## config.mk

```make
export PLATFORM = sky130hd
export DESIGN_NAME = input_restricted_deque_top
export DESIGN_NICKNAME = d
export VERILOG_FILES = /design/src/rtl/ird_pkg.sv /design/src/rtl/input_restricted_deque_top.sv /design/src/rtl/ird_front.sv /design/src/rtl/ird_queue.sv /design/src/rtl/ird_back.sv
export SDC_FILE = /design/constraint.sdc
export NUM_CORES = 2
export LEC_CHECK = 0
export BUFFER_PORTS_ARGS = -buffer_cell sky130_fd_sc_hd__buf_2
export CORE_MARGIN = 10
export CORE_UTILIZATION = 30
export CTS_CLUSTER_SIZE = 28
export DETAILED_ROUTE_END_ITERATION = 7
export PLACE_DENSITY_LB_ADDON = 0.25
export SLEW_MARGIN = 25
export SYNTH_ARGS = -nofsm -noshare
export SYNTH_HDL_FRONTEND = slang
export SYNTH_SLANG_ARGS = --single-unit
```

## constraint.sdc

```tcl
create_clock -name clock -period 5.9 [get_ports clock]
set_clock_uncertainty 0.1 [all_clocks]
set_input_delay 1.18 -clock clock [delete_from_list [all_inputs] [get_ports clock]]
set_output_delay 1.18 -clock clock [all_outputs]
set_load 0.01 [all_outputs]
```

## src/rtl/ird_pkg.sv

```systemverilog
// Shared types, constants and helpers for the input-restricted deque.
package ird_pkg;

   // Storage geometry
   localparam int DEPTH       = 64;
   localparam int MAX_RESULTS = 64;
   localparam int PTR_W       = $clog2(DEPTH);
   localparam int CNT_W       = $clog2(DEPTH + 1);

   // Field widths
   localparam int DATA_W    = 32;
   localparam int CAP_W     = 7;
   localparam int OCC_OUT_W = 7;
   localparam int CMP_W     = (CNT_W > CAP_W) ? CNT_W : CAP_W;

   localparam logic [CAP_W-1:0] CAP_RESET = CAP_W'(64);

   // Command queue between front and back
   localparam int QUEUE_DEPTH = 4;
   localparam int QPTR_W      = $clog2(QUEUE_DEPTH);

   typedef enum logic [1:0] {
      CMD_INSERT    = 2'd0,
      CMD_DEL_FRONT = 2'd1,
      CMD_DEL_REAR  = 2'd2,
      CMD_DUMP      = 2'd3
   } command_type;

   typedef enum logic [1:0] {
      STAT_OK    = 2'd0,
      STAT_FULL  = 2'd1,
      STAT_EMPTY = 2'd2
   } status_type;

   typedef struct packed {
      command_type       kind;
      logic [DATA_W-1:0] data;
   } cmd_type;

   typedef struct packed {
      status_type           status;
      logic [DATA_W-1:0]    data;
      logic                 last;
      logic [OCC_OUT_W-1:0] occ;
   } result_type;

   // Wrap base + offset into the ring; offset is at most DEPTH
   function automatic logic [PTR_W-1:0] ring_index(input logic [PTR_W-1:0] base,
                                                   input logic [CNT_W-1:0] offset);
      logic [CNT_W:0] sum;
      sum = (CNT_W+1)'(base) + (CNT_W+1)'(offset);
      if (sum >= (CNT_W+1)'(DEPTH)) begin
         sum = sum - (CNT_W+1)'(DEPTH);
      end
      return sum[PTR_W-1:0];
   endfunction

endpackage

```

## src/rtl/input_restricted_deque_top.sv

```systemverilog
// Top level of the input-restricted deque: front stage, command queue, execution unit.
//
// Usage: a bounded deque of signed 32-bit words in a ring buffer of DEPTH entries.
// req channel: one command beat (tuser = command, tdata = word to insert).
// rsp channel: result beats (tuser = status, tdata = word and occupancy, tlast marks
// the final beat of a command). csr channel: writes the capacity limit; always ready.
// The user must write it only while no command is in flight; the block does not enforce this.
// Path: with empty queues a command beat passes the front register, the command queue
// and execution into the result register.
// Throughput: insert and delete sustain one command per cycle while rsp is not stalled.
// A dump gives one beat per stored word, with a read state and an emit state per word,
// set by the registered read port of the storage; no new command is taken until it ends.
// Reset empties the deque, zeroes the head pointer and sets capacity to 64; no
// clearing pass is needed. A stalled rsp channel holds the current beat; the
// four-entry command queue and the front register keep accepting until they fill,
// then req_tready drops.
module input_restricted_deque_top
   import ird_pkg::*;
(
   input  logic        clock,
   input  logic        reset,
   input  logic        req_tvalid,
   output logic        req_tready,
   input  logic [1:0]  req_tuser,   // [1:0] command
   input  logic [31:0] req_tdata,   // [31:0] data_in
   output logic        rsp_tvalid,
   input  logic        rsp_tready,
   output logic [1:0]  rsp_tuser,   // [1:0] status
   output logic [39:0] rsp_tdata,   // [31:0] data_out, [38:32] occupancy_out, [39] zero
   output logic        rsp_tlast,
   input  logic        csr_tvalid,
   output logic        csr_tready,
   input  logic [7:0]  csr_tdata    // [6:0] capacity, [7] unused
);

   logic       push_valid, push_ready;
   cmd_type    push_cmd;
   logic       pop_valid, pop_ready;
   cmd_type    pop_cmd;
   result_type result;

   assign csr_tready = 1'b1;

   ird_front u_front (
      .clock      (clock),
      .reset      (reset),
      .req_tvalid (req_tvalid),
      .req_tready (req_tready),
      .req_tuser  (req_tuser),
      .req_tdata  (req_tdata),
      .push_valid (push_valid),
      .push_ready (push_ready),
      .push_cmd   (push_cmd)
   );

   ird_queue u_queue (
      .clock      (clock),
      .reset      (reset),
      .push_valid (push_valid),
      .push_ready (push_ready),
      .push_cmd   (push_cmd),
      .pop_valid  (pop_valid),
      .pop_ready  (pop_ready),
      .pop_cmd    (pop_cmd)
   );

   ird_back u_back (
      .clock        (clock),
      .reset        (reset),
      .csr_tvalid   (csr_tvalid),
      .csr_capacity (csr_tdata[CAP_W-1:0]),
      .pop_valid    (pop_valid),
      .pop_ready    (pop_ready),
      .pop_cmd      (pop_cmd),
      .rsp_valid    (rsp_tvalid),
      .rsp_ready    (rsp_tready),
      .rsp_result   (result)
   );

   // Pack the result beat
   assign rsp_tuser = result.status;
   assign rsp_tlast = result.last;
   assign rsp_tdata = {1'b0, result.occ, result.data};

endmodule

```

## src/rtl/ird_front.sv

```systemverilog
// Front stage: registers incoming command beats and classifies them.
module ird_front
   import ird_pkg::*;
(
   input  logic              clock,
   input  logic              reset,
   input  logic              req_tvalid,
   output logic              req_tready,
   input  logic [1:0]        req_tuser,
   input  logic [DATA_W-1:0] req_tdata,
   output logic              push_valid,
   input  logic              push_ready,
   output cmd_type           push_cmd
);

   logic    valid_ff, valid_in;
   cmd_type cmd_ff, cmd_in;

   assign req_tready = !valid_ff || push_ready;
   assign push_valid = valid_ff;
   assign push_cmd   = cmd_ff;

   // Decode the beat; drop the data word for anything but an insert
   always_comb begin
      cmd_in.kind = command_type'(req_tuser);
      cmd_in.data = (command_type'(req_tuser) == CMD_INSERT) ? req_tdata : '0;
      valid_in    = valid_ff;
      if (req_tvalid && req_tready) begin
         valid_in = 1'b1;
      end else if (push_ready) begin
         valid_in = 1'b0;
      end
   end

   always_ff @(posedge clock) begin
      if (reset) begin
         valid_ff <= 1'b0;
      end else begin
         valid_ff <= valid_in;
      end
   end

   always_ff @(posedge clock) begin
      if (req_tvalid && req_tready) begin
         cmd_ff <= cmd_in;
      end
   end

endmodule

```

## src/rtl/ird_queue.sv

```systemverilog
// Short command queue that decouples the front stage from the execution unit.
module ird_queue
   import ird_pkg::*;
(
   input  logic    clock,
   input  logic    reset,
   input  logic    push_valid,
   output logic    push_ready,
   input  cmd_type push_cmd,
   output logic    pop_valid,
   input  logic    pop_ready,
   output cmd_type pop_cmd
);

   cmd_type             slot_ff [QUEUE_DEPTH];
   logic [QPTR_W-1:0]   wr_ptr_ff, wr_ptr_in;
   logic [QPTR_W-1:0]   rd_ptr_ff, rd_ptr_in;
   logic [QPTR_W:0]     count_ff, count_in;
   logic                push, pop;

   assign push_ready = (count_ff != (QPTR_W+1)'(QUEUE_DEPTH));
   assign pop_valid  = (count_ff != '0);
   assign pop_cmd    = slot_ff[rd_ptr_ff];
   assign push       = push_valid && push_ready;
   assign pop        = pop_valid && pop_ready;

   // Advance pointers and track fill level
   always_comb begin
      wr_ptr_in = push ? wr_ptr_ff + 1'b1 : wr_ptr_ff;
      rd_ptr_in = pop ? rd_ptr_ff + 1'b1 : rd_ptr_ff;
      count_in  = count_ff;
      if (push && !pop) begin
         count_in = count_ff + 1'b1;
      end else if (pop && !push) begin
         count_in = count_ff - 1'b1;
      end
   end

   always_ff @(posedge clock) begin
      if (reset) begin
         wr_ptr_ff <= '0;
         rd_ptr_ff <= '0;
         count_ff  <= '0;
      end else begin
         wr_ptr_ff <= wr_ptr_in;
         rd_ptr_ff <= rd_ptr_in;
         count_ff  <= count_in;
      end
   end

   always_ff @(posedge clock) begin
      if (push) begin
         slot_ff[wr_ptr_ff] <= push_cmd;
      end
   end

endmodule

```

## src/rtl/ird_back.sv

```systemverilog
// Execution unit: ring-buffer storage, command execution and result register.
module ird_back
   import ird_pkg::*;
(
   input  logic             clock,
   input  logic             reset,
   input  logic             csr_tvalid,
   input  logic [CAP_W-1:0] csr_capacity,
   input  logic             pop_valid,
   output logic             pop_ready,
   input  cmd_type          pop_cmd,
   output logic             rsp_valid,
   input  logic             rsp_ready,
   output result_type       rsp_result
);

   typedef enum logic [2:0] {
      ST_IDLE = 3'b001,
      ST_READ = 3'b010,
      ST_EMIT = 3'b100
   } state_type;

   state_type           state_ff, state_in;
   logic [PTR_W-1:0]    head_ff, head_in;
   logic [CNT_W-1:0]    occ_ff, occ_in;
   logic [CNT_W-1:0]    idx_ff, idx_in;
   logic [CNT_W-1:0]    cnt_ff, cnt_in;
   logic [CAP_W-1:0]    cap_ff;
   logic [DATA_W-1:0]   mem [DEPTH];
   logic [DATA_W-1:0]   rd_data_ff;
   logic                rsp_valid_ff;
   result_type          rsp_ff, out_in;
   logic                out_load, out_free;
   logic                mem_we, rd_en;
   logic [PTR_W-1:0]    wr_addr, rd_addr;
   logic [CMP_W-1:0]    limit;
   logic                full;
   logic [CNT_W-1:0]    dump_cnt;
   logic                dump_last;

   assign out_free   = !rsp_valid_ff || rsp_ready;
   assign rsp_valid  = rsp_valid_ff;
   assign rsp_result = rsp_ff;

   assign limit = (CMP_W'(cap_ff) > CMP_W'(DEPTH)) ? CMP_W'(DEPTH) : CMP_W'(cap_ff);
   assign full  = (CMP_W'(occ_ff) >= limit);
   assign dump_cnt  = (32'(occ_ff) > MAX_RESULTS) ? CNT_W'(MAX_RESULTS) : occ_ff;
   assign dump_last = ((idx_ff + 1'b1) == cnt_ff);
   assign wr_addr   = ring_index(head_ff, occ_ff);
   assign rd_addr   = ring_index(head_ff, idx_ff);

   // Execute one command, or step a dump one element at a time
   always_comb begin
      state_in  = state_ff;
      head_in   = head_ff;
      occ_in    = occ_ff;
      idx_in    = idx_ff;
      cnt_in    = cnt_ff;
      pop_ready = 1'b0;
      mem_we    = 1'b0;
      rd_en     = 1'b0;
      out_load  = 1'b0;
      out_in.status = STAT_OK;
      out_in.data   = '0;
      out_in.last   = 1'b1;
      out_in.occ    = '0;
      case (state_ff)
         ST_IDLE: begin
            if (pop_valid && out_free) begin
               pop_ready = 1'b1;
               out_load  = 1'b1;
               case (pop_cmd.kind)
                  CMD_INSERT: begin
                     if (full) begin
                        out_in.status = STAT_FULL;
                     end else begin
                        mem_we = 1'b1;
                        occ_in = occ_ff + 1'b1;
                     end
                  end
                  CMD_DEL_FRONT: begin
                     if (occ_ff == '0) begin
                        out_in.status = STAT_EMPTY;
                     end else begin
                        head_in = ring_index(head_ff, CNT_W'(1));
                        occ_in  = occ_ff - 1'b1;
                     end
                  end
                  CMD_DEL_REAR: begin
                     if (occ_ff == '0) begin
                        out_in.status = STAT_EMPTY;
                     end else begin
                        occ_in = occ_ff - 1'b1;
                     end
                  end
                  CMD_DUMP: begin
                     if (occ_ff == '0) begin
                        out_in.status = STAT_EMPTY;
                     end else begin
                        out_load = 1'b0;
                        idx_in   = '0;
                        cnt_in   = dump_cnt;
                        state_in = ST_READ;
                     end
                  end
                  default: begin
                     out_in.status = STAT_EMPTY;
                  end
               endcase
               out_in.occ = OCC_OUT_W'(occ_in);
            end
         end
         ST_READ: begin
            rd_en    = 1'b1;
            state_in = ST_EMIT;
         end
         ST_EMIT: begin
            if (out_free) begin
               out_load    = 1'b1;
               out_in.data = rd_data_ff;
               out_in.last = dump_last;
               out_in.occ  = OCC_OUT_W'(occ_ff);
               idx_in      = idx_ff + 1'b1;
               state_in    = dump_last ? ST_IDLE : ST_READ;
            end
         end
         default: begin
            state_in = ST_IDLE;
         end
      endcase
   end

   // Hold control state and the capacity register
   always_ff @(posedge clock) begin
      if (reset) begin
         state_ff     <= ST_IDLE;
         head_ff      <= '0;
         occ_ff       <= '0;
         idx_ff       <= '0;
         cnt_ff       <= '0;
         cap_ff       <= CAP_RESET;
         rsp_valid_ff <= 1'b0;
      end else begin
         state_ff <= state_in;
         head_ff  <= head_in;
         occ_ff   <= occ_in;
         idx_ff   <= idx_in;
         cnt_ff   <= cnt_in;
         if (csr_tvalid) begin
            cap_ff <= csr_capacity;
         end
         if (out_load) begin
            rsp_valid_ff <= 1'b1;
         end else if (rsp_ready) begin
            rsp_valid_ff <= 1'b0;
         end
      end
   end

   // Result payload
   always_ff @(posedge clock) begin
      if (out_load) begin
         rsp_ff <= out_in;
      end
   end

   // Entry storage: one write port, one registered read port
   always_ff @(posedge clock) begin
      if (mem_we) begin
         mem[wr_addr] <= pop_cmd.data;
      end
      if (rd_en) begin
         rd_data_ff <= mem[rd_addr];
      end
   end

endmodule

```

==> metrics.cfg <==
[drt]
ant_nets = 0
vias_per_cell = 4.96
drt_iter0_drc = 4220
drc = 0
routedWlPerCell_um = 27.5
wl_um = 232000
first_pass_iters = 7
via_count = 41900

[sta]
rsz0062_at_grt = no
drv_slew = 0
relSlewSlack_pct = 28.1
min_period_ns = 4.64
tns_ns = 0
finalCritPeriodShare_pct = 78.6
hold_viol_final = 0
final-setup-viol-count = 0
tightest_slew_ns = 1.08
fmax_mhz = 216

[placement]
gp_congestion = 0.735
hpwl_um = 126000
portBuffers = 89

[synth]
seq_area_frac_synth_pct = 77.3
avgSynthCellArea_um2 = 22.7
synth_top_area_share_pct = 76.3
syn_inst = 3981
async_reset_ff_share_pct = 0
syn-num-nets = 4062
synth_edf_count = 2292
synth-main-ff-cell = edfxtp_1
syn_area_um2 = 90200
yosysTopAreaCell = edfxtp_1
synth_cell_types = 70
synth.area.top_cells = edfxtp_1, mux4_2, dfxtp_1
yosysWarnings = 0
ys_ff_latch = 2340

[cts]
cts_buffers = 241
clock_latency_ns = 0.91
cts_tree = yes
htreeDepth = 4
root_buffer = clkbuf_16
cts_resized = 0
path_clk_slew_ns = 0.07
cts_buffer_depth = 4
cts.sinks = 2340
post-cts-setup-buffers = 0
postCtsHoldBufs = 0

[die]
die_x_um = 568
boundaryPins = 93
initial_core_util_pct = 30.1
die_y_um = 568
core_area_um2 = 300000
die_area_um2 = 323000
floorplan.rows = 201

[cells_and_area]
layout_common_cells = edfxtp_1, mux4_2, clkbuf_16, buf_4, buf_2
area_growth_pct = 15.5
nNetsFinal = 4363
drive_gt1_share_pct = 29.6
final_common_cell = edfxtp_1
fin_util_pct = 34.8

[pwr]
p_clk_share_pct = 33.7
power.share.sequential_pct = 48.8
switchingPower_mw = 11.5
pwr-share-comb_pct = 17.5
p_per_area_nw_per_um2 = 408
irDropWorstVdd_mv = 0.310
leakage_nw = 31.0
switching_share_pct = 27.0
p_int_mw = 31.0

[job]
cap_violations = 0

[global_route]
grt_remaining_overflow = 0
grt_usage_pct = 13.9
grt_pass1_vias = 44000
grt_pass1_wl_um = 329000
grt_max_degree = 97
grt_antenna_before_repair = 13

[critical_path]
cp.required_ns = 6.35
arrival_ns = 5.09
critPathLaunchType = register
crit_fanout = 17
critical_path_class = reg2reg
critPathCaptureType = register

[run_status]
run_status = completed

[hold_path]
min-delay-path-class = reg2reg

## metal layers
| metal | routed length [um] | share of wire, % | track usage [%] | vias to the layer above |
|---|---|---|---|---|
| li1 | - | - | - | 17500 |
| met1 | 100000 | 43 | 19.3 | 22900 |
| met2 | 111000 | 48 | 22.9 | 1198 |
| met3 | 15300 | 6.6 | 2.67 | 292 |
| met4 | 5190 | 2.2 | 3.21 | 0 |
| met5 | 0 | 0 | 0 | - |
## logic make-up after synthesis
logic type / share of synthesized area (%)
AND/OR/NAND/NOR: 2.30
adder cells (fa/ha/maj): 0.496
XOR/XNOR: 0.337
AO/OA/AOI/OAI: 1.93
other: 0.00832
buffers and inverters: 1.13
multiplexers: 16.5
flip-flops: 77.3
## sequential cells by signal, summed over array words and instances, names as in the netlist, 32 cells and up, named ones only
name               count
u_back.rd_data_ff     32
u_back.mem          2048
u_back.rsp_result     42
u_queue.slot_ff      136
u_front.push_cmd      34
## layout make-up
| cell class | count | area [um^2] |
|---|---|---|
| inverter | 14 | 52.6 |
| sequential | 2340 | 69800 |
| clock buffer | 306 | 6370 |
| multi-input combinational | 1414 | 20100 |
| clock inverter | 133 | 936 |
| tap | 3958 | 4950 |
| timing repair buffer | 271 | 2060 |
| fill | 27800 | 196000 |
| antenna | 10 | 25.0 |
## stage by stage
stage	hold slack [ns]	area [um^2]	std cells	total power, mW	setup WS, ns
finish	0.368	104000	8446	42.6	1.26
global route	0.373	104000	8437	44.2	1.03
CTS	0.332	104000	8436	43.1	1.21
detailed placement	0.364	96900	7997	28.8	1.21
global placement	0.359	96900	7997	28.6	1.16
floorplan	0.343	90200	3981	25.5	1.66
## cells in the mapped netlist, types with 3 or more instances
| cell | number |
|---|---|
| clkbuf_1 | 117 |
| o21ai_1 | 4 |
| a21oi_1 | 32 |
| edfxtp_1 | 2292 |
| dfxtp_1 | 48 |
| a31oi_1 | 8 |
| nor2_1 | 121 |
| xnor2_1 | 17 |
| nand2b_1 | 8 |
| buf_1 | 10 |
| nor3_1 | 15 |
| nor4_1 | 7 |
| o22ai_1 | 35 |
| nand4_1 | 7 |
| buf_6 | 7 |
| nand3_1 | 18 |
| mux2_2 | 32 |
| inv_1 | 13 |
| a211o_1 | 3 |
| fa_1 | 3 |
| xor2_1 | 14 |
| buf_4 | 8 |
| nand2_1 | 48 |
| a21o_1 | 10 |
| o21ai_0 | 9 |
| and2_1 | 74 |
| or2_2 | 4 |
| and3_1 | 11 |
| o21a_1 | 5 |
| mux4_2 | 610 |
| a2111oi_0 | 64 |
| buf_2 | 71 |
| o211ai_1 | 5 |
| a2111oi_1 | 32 |
| mux2i_1 | 75 |
| nor2b_1 | 72 |
| ha_1 | 31 |
## power by group through the flow
stage	Combinational, mW	Sequential (mW)	Clock [mW]
finish	7.45	20.8	14.3
global placement	7.45	21.1	0
detailed placement	7.62	21.1	0
floorplan	4.43	21.1	0
CTS	7.62	20.8	14.7
global route	8.07	20.8	15.3
## worst paths after layout
check | from | cells after the start | slack, ns | end
worst max-delay path | u_back.occ_ff[0] | 10 | 1.26 | u_back.mem[36][12]
worst min-delay path | u_back.cnt_ff[3] | 2 | 0.37 | u_back.cnt_ff[3]
worst max register to register | u_back.occ_ff[0] | 10 | 1.26 | u_back.mem[36][12]
worst min register to register | u_back.cnt_ff[3] | 2 | 0.37 | u_back.cnt_ff[3]
## worst max-delay path: stages, from the launching register on
cell and delay [ns]:
dfxtp_1 0.61, inv_1 0.16, ha_1 0.31, nand2b_1 0.14
a211o_1 0.30, a221oi_2 0.23, buf_4 0.24, nor3b_2 0.38
nand2_1 0.65, nor2_4 0.77, buf_4 0.39
No activity file was read; power rests on OpenSTA's default activity.
